### src/rtl/core/ckh_pkg.sv
package ckh_pkg;

  localparam int unsigned KMER_W      = 62;
  localparam int unsigned KLEN_W      = 5;
  localparam int unsigned QUEUE_DEPTH = 4;

  localparam logic [KLEN_W-1:0] MAX_K   = 5'd31;
  localparam logic [KLEN_W-1:0] K_RESET = 5'd31;

  localparam logic [7:0] CHAR_NL = 8'h0A;

  localparam logic [1:0] PH_HEADER = 2'd0;
  localparam logic [1:0] PH_SEQ    = 2'd1;

  localparam logic [2:0] CODE_BAD = 3'd4;

  typedef struct packed {
    logic [KMER_W-1:0] kmer;
    logic [KMER_W-1:0] mask;
  } entry_t;

  typedef struct packed {
    logic full;
    logic empty;
  } q_status_t;

  function automatic logic [2:0] base_code(input logic [7:0] b);
    logic [2:0] c;
    c = CODE_BAD;
    if (b inside {8'h41, 8'h61}) c = 3'd0;
    else if (b inside {8'h43, 8'h63}) c = 3'd1;
    else if (b inside {8'h47, 8'h67}) c = 3'd2;
    else if (b inside {8'h54, 8'h74, 8'h55, 8'h75}) c = 3'd3;
    return c;
  endfunction

endpackage

### src/rtl/core/ckh_front.sv
module ckh_front (
  input  logic                           clk,
  input  logic                           rst_n,
  input  logic                           cfg_valid,
  output logic                           cfg_ready,
  input  logic [ckh_pkg::KLEN_W-1:0]     cfg_data,
  input  logic                           in_valid,
  output logic                           in_stall,
  input  logic [7:0]                     in_text_byte,
  input  logic                           in_end_of_buffer,
  input  ckh_pkg::q_status_t             q_stat,
  output logic                           push_valid,
  output ckh_pkg::entry_t                push_entry
);

  localparam int unsigned KW = ckh_pkg::KMER_W;

  logic [ckh_pkg::KLEN_W-1:0] klen_r, klen_nxt;
  logic [KW-1:0]              fwd_r, fwd_nxt;
  logic [KW-1:0]              rev_r, rev_nxt;
  logic [ckh_pkg::KLEN_W-1:0] run_r, run_nxt;
  logic [1:0]                 phase_r, phase_nxt;

  logic [ckh_pkg::KLEN_W-1:0] keff;
  logic [5:0]                 shamt;
  logic [5:0]                 top;
  logic [KW-1:0]              mask;
  logic [2:0]                 code;
  logic [KW-1:0]              fwd_shift;
  logic [KW-1:0]              rev_shift;
  logic [ckh_pkg::KLEN_W-1:0] run_inc;
  logic                       accept;

  assign cfg_ready = 1'b1;
  assign in_stall  = q_stat.full;
  assign accept    = in_valid && !in_stall;

  always_comb begin
    if (klen_r == '0) begin
      keff = ckh_pkg::KLEN_W'(1);
    end else if (klen_r > ckh_pkg::MAX_K) begin
      keff = ckh_pkg::MAX_K;
    end else begin
      keff = klen_r;
    end
  end

  assign shamt     = {keff, 1'b0};
  assign top       = shamt - 6'd2;
  assign mask      = ~({KW{1'b1}} << shamt);
  assign code      = ckh_pkg::base_code(in_text_byte);
  assign fwd_shift = ((fwd_r << 2) | {{(KW-2){1'b0}}, code[1:0]}) & mask;
  assign rev_shift = ((rev_r >> 2) | ({{(KW-2){1'b0}}, 2'd3 - code[1:0]} << top)) & mask;
  assign run_inc   = (run_r < keff) ? run_r + 1'b1 : keff;

  always_comb begin
    klen_nxt   = klen_r;
    fwd_nxt    = fwd_r;
    rev_nxt    = rev_r;
    run_nxt    = run_r;
    phase_nxt  = phase_r;
    push_valid = 1'b0;
    push_entry.kmer = (fwd_shift < rev_shift) ? fwd_shift : rev_shift;
    push_entry.mask = mask;

    if (cfg_valid && cfg_ready) begin
      klen_nxt = cfg_data;
    end

    if (accept) begin
      if (in_text_byte == ckh_pkg::CHAR_NL) begin
        if (phase_r == ckh_pkg::PH_SEQ) begin
          fwd_nxt = '0;
          rev_nxt = '0;
          run_nxt = '0;
        end
        phase_nxt = phase_r + 2'd1;
      end else if (phase_r == ckh_pkg::PH_SEQ) begin
        if (code != ckh_pkg::CODE_BAD) begin
          fwd_nxt    = fwd_shift;
          rev_nxt    = rev_shift;
          run_nxt    = run_inc;
          push_valid = (run_inc == keff);
        end else begin
          fwd_nxt = '0;
          rev_nxt = '0;
          run_nxt = '0;
        end
      end
      // end of buffer clears the k-mer state and returns to the header phase after the byte is handled
      if (in_end_of_buffer) begin
        fwd_nxt   = '0;
        rev_nxt   = '0;
        run_nxt   = '0;
        phase_nxt = ckh_pkg::PH_HEADER;
      end
    end
  end

  always_ff @(posedge clk) begin
    if (!rst_n) begin
      klen_r  <= ckh_pkg::K_RESET;
      fwd_r   <= '0;
      rev_r   <= '0;
      run_r   <= '0;
      phase_r <= ckh_pkg::PH_HEADER;
    end else begin
      klen_r  <= klen_nxt;
      fwd_r   <= fwd_nxt;
      rev_r   <= rev_nxt;
      run_r   <= run_nxt;
      phase_r <= phase_nxt;
    end
  end

endmodule

### src/rtl/core/ckh_queue.sv
module ckh_queue #(
  parameter int unsigned DEPTH = ckh_pkg::QUEUE_DEPTH
) (
  input  logic               clk,
  input  logic               rst_n,
  input  logic               push,
  input  ckh_pkg::entry_t    push_entry,
  input  logic               pop,
  output ckh_pkg::entry_t    head,
  output ckh_pkg::q_status_t stat
);

  localparam int unsigned PW = (DEPTH > 1) ? $clog2(DEPTH) : 1;
  localparam int unsigned CW = $clog2(DEPTH + 1);
  localparam logic [PW-1:0] LAST = PW'(DEPTH - 1);
  localparam logic [CW-1:0] FULL_CNT = CW'(DEPTH);

  ckh_pkg::entry_t mem_r [DEPTH];
  logic [PW-1:0]   wr_ptr_r, wr_ptr_nxt;
  logic [PW-1:0]   rd_ptr_r, rd_ptr_nxt;
  logic [CW-1:0]   cnt_r, cnt_nxt;

  assign stat.full  = (cnt_r == FULL_CNT);
  assign stat.empty = (cnt_r == '0);
  assign head       = mem_r[rd_ptr_r];

  always_comb begin
    wr_ptr_nxt = wr_ptr_r;
    rd_ptr_nxt = rd_ptr_r;
    cnt_nxt    = cnt_r;
    if (push) begin
      wr_ptr_nxt = (wr_ptr_r == LAST) ? '0 : wr_ptr_r + 1'b1;
    end
    if (pop) begin
      rd_ptr_nxt = (rd_ptr_r == LAST) ? '0 : rd_ptr_r + 1'b1;
    end
    if (push && !pop) begin
      cnt_nxt = cnt_r + 1'b1;
    end else if (pop && !push) begin
      cnt_nxt = cnt_r - 1'b1;
    end
  end

  always_ff @(posedge clk) begin
    if (!rst_n) begin
      wr_ptr_r <= '0;
      rd_ptr_r <= '0;
      cnt_r    <= '0;
    end else begin
      wr_ptr_r <= wr_ptr_nxt;
      rd_ptr_r <= rd_ptr_nxt;
      cnt_r    <= cnt_nxt;
    end
  end

  always_ff @(posedge clk) begin
    if (push) begin
      mem_r[wr_ptr_r] <= push_entry;
    end
  end

`ifndef SYNTHESIS
  a_cnt_bound: assert property (@(posedge clk) disable iff (!rst_n)
    cnt_r <= FULL_CNT)
    else $error("queue occupancy above depth");

  a_no_overflow: assert property (@(posedge clk) disable iff (!rst_n)
    push |-> (!stat.full || pop))
    else $error("request pushed into full queue");

  a_no_underflow: assert property (@(posedge clk) disable iff (!rst_n)
    pop |-> !stat.empty)
    else $error("pop from empty queue");

  a_cnt_grow: assert property (@(posedge clk) disable iff (!rst_n)
    (push && !pop) |=> (cnt_r == $past(cnt_r) + 1'b1))
    else $error("queue count did not advance on push");
`endif

endmodule

### src/rtl/core/ckh_hash.sv
module ckh_hash (
  input  logic                        clk,
  input  logic                        rst_n,
  input  ckh_pkg::entry_t             head,
  input  ckh_pkg::q_status_t          q_stat,
  output logic                        pop,
  output logic                        out_valid,
  input  logic                        out_stall,
  output logic [ckh_pkg::KMER_W-1:0]  out_kmer_hash,
  output logic [1:0]                  out_bucket
);

  localparam int unsigned KW = ckh_pkg::KMER_W;

  logic          adv;
  logic          v1_r, v2_r, v3_r, vo_r;
  logic [KW-1:0] d1_r, d2_r, d3_r, do_r;
  logic [KW-1:0] m1_r, m2_r, m3_r;
  logic [KW-1:0] t1, t2, t3;
  logic [KW-1:0] d1_nxt, d2_nxt, d3_nxt, do_nxt;

  // whole pipe moves unless the output holds an unaccepted request
  assign adv = !vo_r || !out_stall;
  assign pop = adv && !q_stat.empty;

  assign t1     = (~head.kmer + (head.kmer << 21)) & head.mask;
  assign d1_nxt = t1 ^ (t1 >> 24);
  assign t2     = (d1_r + (d1_r << 3) + (d1_r << 8)) & m1_r;
  assign d2_nxt = t2 ^ (t2 >> 14);
  assign t3     = (d2_r + (d2_r << 2) + (d2_r << 4)) & m2_r;
  assign d3_nxt = t3 ^ (t3 >> 28);
  assign do_nxt = (d3_r + (d3_r << 31)) & m3_r;

  always_ff @(posedge clk) begin
    if (!rst_n) begin
      v1_r <= 1'b0;
      v2_r <= 1'b0;
      v3_r <= 1'b0;
      vo_r <= 1'b0;
    end else if (adv) begin
      v1_r <= !q_stat.empty;
      v2_r <= v1_r;
      v3_r <= v2_r;
      vo_r <= v3_r;
    end
  end

  always_ff @(posedge clk) begin
    if (adv) begin
      d1_r <= d1_nxt;
      m1_r <= head.mask;
      d2_r <= d2_nxt;
      m2_r <= m1_r;
      d3_r <= d3_nxt;
      m3_r <= m2_r;
      do_r <= do_nxt;
    end
  end

  assign out_valid     = vo_r;
  assign out_kmer_hash = do_r;
  assign out_bucket    = do_r[1:0];

endmodule

### src/rtl/core/canonical_kmer_hash_extractor.sv
// A completed k-mer's hash goes via the queue and d1_r, d2_r, d3_r, do_r to out_valid.
// Throughput: one byte per cycle unless in_stall; hash pipe of four stages behind a queue.
// in_stall rises only when the queue (QUEUE_DEPTH entries) is full, which happens
// only when out_stall holds the output back.
// Reset (rst_n, synchronous, active low): k = 31, header line, k-mers and queue cleared.
module canonical_kmer_hash_extractor #(
  parameter int unsigned QUEUE_DEPTH = ckh_pkg::QUEUE_DEPTH
) (
  input  logic                          clk,
  input  logic                          rst_n,
  input  logic                          cfg_valid,
  output logic                          cfg_ready,
  input  logic [ckh_pkg::KLEN_W-1:0]    cfg_data,
  input  logic                          in_valid,
  output logic                          in_stall,
  input  logic [7:0]                    in_text_byte,
  input  logic                          in_end_of_buffer,
  output logic                          out_valid,
  input  logic                          out_stall,
  output logic [ckh_pkg::KMER_W-1:0]    out_kmer_hash,
  output logic [1:0]                    out_bucket
);

  ckh_pkg::q_status_t q_stat;
  ckh_pkg::entry_t    push_entry;
  ckh_pkg::entry_t    head;
  logic               push_valid;
  logic               pop;

  ckh_front u_front (
    .clk              (clk),
    .rst_n            (rst_n),
    .cfg_valid        (cfg_valid),
    .cfg_ready        (cfg_ready),
    .cfg_data         (cfg_data),
    .in_valid         (in_valid),
    .in_stall         (in_stall),
    .in_text_byte     (in_text_byte),
    .in_end_of_buffer (in_end_of_buffer),
    .q_stat           (q_stat),
    .push_valid       (push_valid),
    .push_entry       (push_entry)
  );

  ckh_queue #(
    .DEPTH (QUEUE_DEPTH)
  ) u_queue (
    .clk        (clk),
    .rst_n      (rst_n),
    .push       (push_valid),
    .push_entry (push_entry),
    .pop        (pop),
    .head       (head),
    .stat       (q_stat)
  );

  ckh_hash u_hash (
    .clk           (clk),
    .rst_n         (rst_n),
    .head          (head),
    .q_stat        (q_stat),
    .pop           (pop),
    .out_valid     (out_valid),
    .out_stall     (out_stall),
    .out_kmer_hash (out_kmer_hash),
    .out_bucket    (out_bucket)
  );

endmodule
### config.mk
export PLATFORM = sky130hd
export DESIGN_NAME = canonical_kmer_hash_extractor
export DESIGN_NICKNAME = d
export VERILOG_FILES = /design/src/rtl/core/ckh_pkg.sv /design/src/rtl/core/ckh_front.sv /design/src/rtl/core/ckh_queue.sv /design/src/rtl/core/ckh_hash.sv /design/src/rtl/core/canonical_kmer_hash_extractor.sv
export SDC_FILE = /design/constraint.sdc
export NUM_CORES = 2
export LEC_CHECK = 0
export ABC_AREA = 1
export BUFFER_PORTS_ARGS = -buffer_cell sky130_fd_sc_hd__buf_4
export CORE_MARGIN = 2
export CORE_UTILIZATION = 30
export CTS_CLUSTER_DIAMETER = 200
export DETAILED_ROUTE_END_ITERATION = 8
export GPL_TIMING_DRIVEN = 1
export HOLD_SLACK_MARGIN = 0.05
export PLACE_DENSITY_LB_ADDON = 0.15
export SLEW_MARGIN = 30
export SYNTH_ARGS = -nofsm -noshare
export SYNTH_HDL_FRONTEND = slang
export SYNTH_SLANG_ARGS = --single-unit
### constraint.sdc
create_clock -name clk -period 12.8 [get_ports clk]
set_input_delay 2.56 -clock clk [delete_from_list [all_inputs] [get_ports clk]]
set_output_delay 2.56 -clock clk [all_outputs]
set_load 0.01 [all_outputs]
* Yosys cells after proc, flatten, opt, wreduce, memory -nomap -nowiden
Memories as Yosys holds them, arrays and structs flattened. A register that Yosys moved wholly into a read port is not among the register bits.
Index checks and enable logic that the tools add are counted.
** Operators by class
- $add $sub $neg :: 14
- Order comparisons :: 3
- Equal/unequal tests :: 17
- Shifts and indexed selects :: 2
- Mux-type cells :: 36
- Bitwise operators :: 13
- Reduce and logical (&&, ||, !) cells :: 22
** Operators by type and width (count)
- $add A62 B62 Y62 :: 6
- $and A62 B62 Y62 :: 6
- $mux W62 :: 6
- $mux W60 :: 4
- $not A62 Y62 :: 2
- $eq A8 B7 Y1 const B :: 10
- $lt A62 B62 Y1 :: 1
- $or A60 B62 Y62 :: 1
- $or A62 B2 Y62 :: 1
- $shl A2 B6 Y62 :: 1
- $shl A62 B6 Y62 const A :: 1
- $xor A62 B34 Y62 :: 1
- $xor A62 B38 Y62 :: 1
- $xor A62 B48 Y62 :: 1
- $mux W5 :: 8
- $mux W3 :: 6
- $mux W2 :: 6
- $reduce_bool A2 Y1 :: 6
- $eq A8 B4 Y1 const B :: 1
- $add A2 B1 Y2 const B :: 3
- $logic_not A1 Y1 :: 6
- $mux W1 :: 6
- $sub A6 B2 Y6 const B :: 1
- $add A5 B1 Y5 const B :: 1
- other kinds (16) :: 21
** Storage, ports and cells
- Register bits :: 579
- Bits in writable memories :: 496
- Input bits :: 19
- Logic and storage cells :: 127
- Memories :: 1
** Memories
- u_queue.mem_r :: depth 4, bits a word 124, read ports 1, clocked after Yosys merged registers in 1, write ports 1, RTL line ckh_queue.sv:18 : ckh_pkg::entry_t mem_r [DEPTH];

* Depth between registers and ports, before layout
- Depth after elaboration :: 15
- Gate-level depth with buffers :: 30
- Depth with buffers taken out :: 26

* Hierarchy
From an unflattened synthesis, not the netlist that was laid out.
** Unflattened totals
- Cells, all modules :: 7180
- Area, all modules :: 62024.5 um2
** Modules (own cells, without submodules)
- ckh_hash :: instances 1, cells an instance 4408, area each 33706.1 um2
- ckh_queue :: instances 1, cells an instance 1257, area each 18858.1 um2
- ckh_front :: instances 1, cells an instance 1515, area each 9460.3 um2

* Least setup slack after synthesis
Ideal clock, no wire load.
- Path kind :: input to register
- Start :: input out_stall
- End :: register u_queue.cnt_r[1]
- Library setup time :: 116 ps
- Arrival time :: 12062 ps
- Required time :: 12684 ps
- Path slack :: 622 ps
- Cell stages on the path :: 7
- Buffers on the path :: 0
- Cells stage by stage :: nand2_1 -> o31ai_1 -> ha_1 -> inv_1 -> fa_1 -> o21ai_0 -> nor2_1
** On the way
- Word-level cells in the longest chain between the ends :: 6
** Ends and longest elaborated chain
- start: declaration :: RTL line canonical_kmer_hash_extractor.sv:19 : input logic out_stall,
- $logic_not A1 Y1 :: RTL line ckh_hash.sv:23 : assign adv = !vo_r || !out_stall;
- $logic_or A1 B1 Y1 :: RTL line ckh_hash.sv:23
- $logic_and A1 B1 Y1 :: RTL line ckh_hash.sv:24 : assign pop = adv && !q_stat.empty;
- $logic_not A1 Y1 :: RTL line ckh_queue.sv:37 : if (push && !pop) begin
- $logic_and A1 B1 Y1 :: RTL line ckh_queue.sv:37
- $mux W3 :: RTL line ckh_queue.sv:37
- named net u_queue.cnt_nxt[1] :: RTL line ckh_queue.sv:21 : logic [CW-1:0] cnt_r, cnt_nxt;
- end signal: assignment :: RTL line ckh_queue.sv:52 : cnt_r <= cnt_nxt;
- end: declaration :: RTL line ckh_queue.sv:21
The timed path passes the listed nets, and every way through them passes these cells.
A chain may end at the register's enable or synchronous reset.

==> flow_summary.yaml <==
clock_network:
  post-cts-setup-buffers: 0
  numCtsBuffers: 98
  clkLatencyLatePin_ns: 0.76
  holdBufCountCts: 0
  cts_sinks: 858
  clock_path_buffers: 3
  cts_resized: 0
  clk_pin_slew_ns: 0.06
  htreeDepth: 3
  clockRootBuffer: "clkbuf_16"
  cts_tree: "built"
timing:
  finalCritPeriodShare_pct: 54.2
  min_period_ns: 6.94
  final_max_slew_viol_count: 0
  setup_viol: 0
  fmax_mhz: 144
  finClkSkew_ns: 0.0691
  slew_headroom_pct: 26.6
  whs_ns: 0.462
  setup_tns_ns: 0
  rsz0062_at_grt: "false"
  hold_viol: 0
  tightestPinTransition_ns: 1.09
worst_setup_path:
  r2r_slack_ns: 5.90
  reg2reg_from: "u_front.klen_r[4]"
  r2r_cells: 22
  cp.arrival_ns: 7.53
  crit_fanout: 62
  crit_type: "in -> reg"
  endpoint_kind: "flip-flop"
  worstSetupStartpointType: "primary input"
  required_ns: 13.39
  r2r-end: "u_queue.mem_r[0][65]"
logic_synthesis:
  async_flop_share_pct: 0
  synth_seq_cells: 858
  synthCells: 5566
  yosysUniqueCellTypes: 57
  synth-main-ff-cell: "edfxtp_1"
  syn_area_sq_um: 50000
  seq_area_frac_synth_pct: 48.6
  synth_compound_area_share_pct: 13.1
  synthMuxAreaShare_pct: 0
  synthSimpleGateAreaFrac_pct: 18.0
  ys_warn_count: 0
  synth_area_per_cell_sq_um: 8.98
  synth-xor-area-share_pct: 2.24
  syn-num-nets: 5969
  synth_edf_count: 713
  synth_top_family_by_area: "simple AND/OR/NAND/NOR gates"
  yosys.area_share.adder_pct: 11.3
floorplan:
  start_util_pct: 30.3
  die_x_microns: 412
  boundaryPins: 86
  rows: 149
  core-area_sq_um: 165000
  die-area_sq_um: 170000
  die_h_microns: 412
final_layout:
  syn2layout_area_growth_pct: 13.1
  drive_above_1_share_pct: 6.35
  nets: 6049
  layout_commonest_cell: "nand2_1"
  num_antenna_cells: 0
  final_cell_mix: "1236 x nand2_1, 713 x edfxtp_1, 712 x inv_1, 544 x nor2_1, 509 x a21oi_1"
  fill_cells: 17200
  stdcell_area_sq_um: 56500
detailed_routing:
  drcViolationCount: 0
  ant_nets: 0
  num_vias: 38400
  first_iter_violations: 2501
  drt-total-wl_microns: 169000
  wire_per_inst_microns: 21.3
  first_pass_iters: 7
  via_per_inst: 4.84
global_routing:
  track_usage_pct: 19.7
  grt_max_degree: 125
  grt-ovfl-total: 0
  grt_pass1_vias: 38500
  grt_antenna_before_repair: 1
  grt_pass1_wl_microns: 250000
min_path:
  worstHoldStart: "u_front.rev_r[20]"
  holdPathEnd: "u_front.rev_r[20]"
  hold_depth: 2
  hold_class: "reg -> reg"
placement:
  io_buffers: 84
  hpwlAfterDp_microns: 129000
  place_area_sq_um: 53200
  globalplace.congestion: 0.923
status:
  outcome: "finished clean"
run:
  maxCapViolCount: 0
worst max-delay path: stages:
cell	delay [ns]
buf_4	0.12
inv_1	0.08
nor2_1	0.06
o21ai_0	0.67
nand3_1	0.19
nor2_1	0.67
nand3_1	0.25
a21oi_1	0.30
inv_1	0.08
ha_1	0.29
nand2_1	0.07
inv_1	0.06
nand3_1	0.06
a31oi_1	0.07
a2111oi_0	0.40
nand2_1	0.19
nand2_1	0.09
nand2_1	0.11
nand2_4	0.10
buf_4	0.70
nand3_1	0.17
nand2_1	0.18
flip-flops by register name, indices dropped and copies added, names as in the netlist, 2 cells and up, named ones only:
signal and flops:
u_front.fwd_r 60, u_front.klen_r 5, u_front.phase_r 2, u_front.rev_r 60, u_front.run_r 5, u_hash.d1_r 62, u_hash.d2_r 62, u_hash.d3_r 62
u_hash.m1_r 31, u_hash.m2_r 31, u_hash.m3_r 31, u_hash.out_kmer_hash 62, u_queue.cnt_r 3, u_queue.mem_r 372, u_queue.rd_ptr_r 2, u_queue.wr_ptr_r 2
per-layer routing:
metal / routed length [microns] / up-vias / track usage, %
met2: 84400 / 853 / 35.3
met1: 69700 / 18200 / 23.4
met3: 5640 / 324 / 2.35
met5: 0 / - / 0
met4: 9010 / 0 / 9.42
li1: - / 19000 / -
how the worst max path moves through the flow:
stage | from | to | slack, ns | cells after the start
floorplan | out_stall | u_queue.cnt_r[1] | 0.62 | 7
global placement | in_text_byte[4] | u_queue.mem_r[1][62] | 5.10 | 22
detailed placement | in_text_byte[4] | u_queue.mem_r[3][106] | 5.03 | 22
CTS | in_text_byte[4] | u_queue.mem_r[1][120] | 5.83 | 22
global route | in_text_byte[4] | u_queue.mem_r[2][62] | 5.48 | 22
finish | in_text_byte[4] | u_queue.mem_r[0][65] | 5.86 | 22
cells in the mapped netlist (5+ instances only):
cell      instances  area, sq um
clkbuf_1        107          402
o21ai_0         274         1370
xor2_1           76          666
buf_4             9         67.6
a211oi_1         10         75.1
nand3b_1          5         37.5
a32oi_1          35          307
o211ai_1         12         90.1
a21boi_0         37          278
nor2_1          551         2070
o21bai_1         53          398
o221ai_1         11         96.3
xnor2_1          52          455
nor4_1           19          119
a21oi_1         510         2550
buf_1            19         71.3
fa_1            115         2300
nor3_1           28          140
o22ai_1          36          225
or2_2            56          350
nand2_1        1237         4640
o21a_1           21          158
edfxtp_1        713        21400
ha_1            269         3370
a21o_1           32          240
a31oi_1          48          300
a221oi_1         10         87.6
a32o_1           21          210
nand4_1          37          231
buf_6             8         90.1
inv_1           715         2680
buf_2             5         25.0
dfxtp_1         145         2900
nand3_1         251         1260
cell type report:
type                       instances  area, sq um  share of cell area (%)
clock buffer                     125         2580                    4.57
clock inverter                    58          788                    1.39
inverter                         719         2710                    4.79
multi-input combinational       3841        22400                    39.6
sequential                       858        24300                    43.0
tap                             2189         2740                    4.84
timing repair buffer             128          990                    1.75
logic make-up after synthesis:
logic type / count (synthesis)
compound gates: 1128
xor+xnor: 128
buf+inv: 867
flops: 858
other cells: 1
simple gates: 2200
fa+ha+maj: 384
through the flow:
step / utilization (%) / instances / worst slack [ns]
after floorplan: - / 5566 / 0.622
after global placement: 32.1 / 7730 / 5.10
after detailed placement: 32.2 / 7734 / 5.03
after CTS: 34.2 / 7917 / 5.83
after global routing: 34.2 / 7918 / 5.48
final: 34.2 / 7918 / 5.86
Power is not shown: default switching activity piles up to over one toggle a cycle in this logic, so the estimate is an artifact.
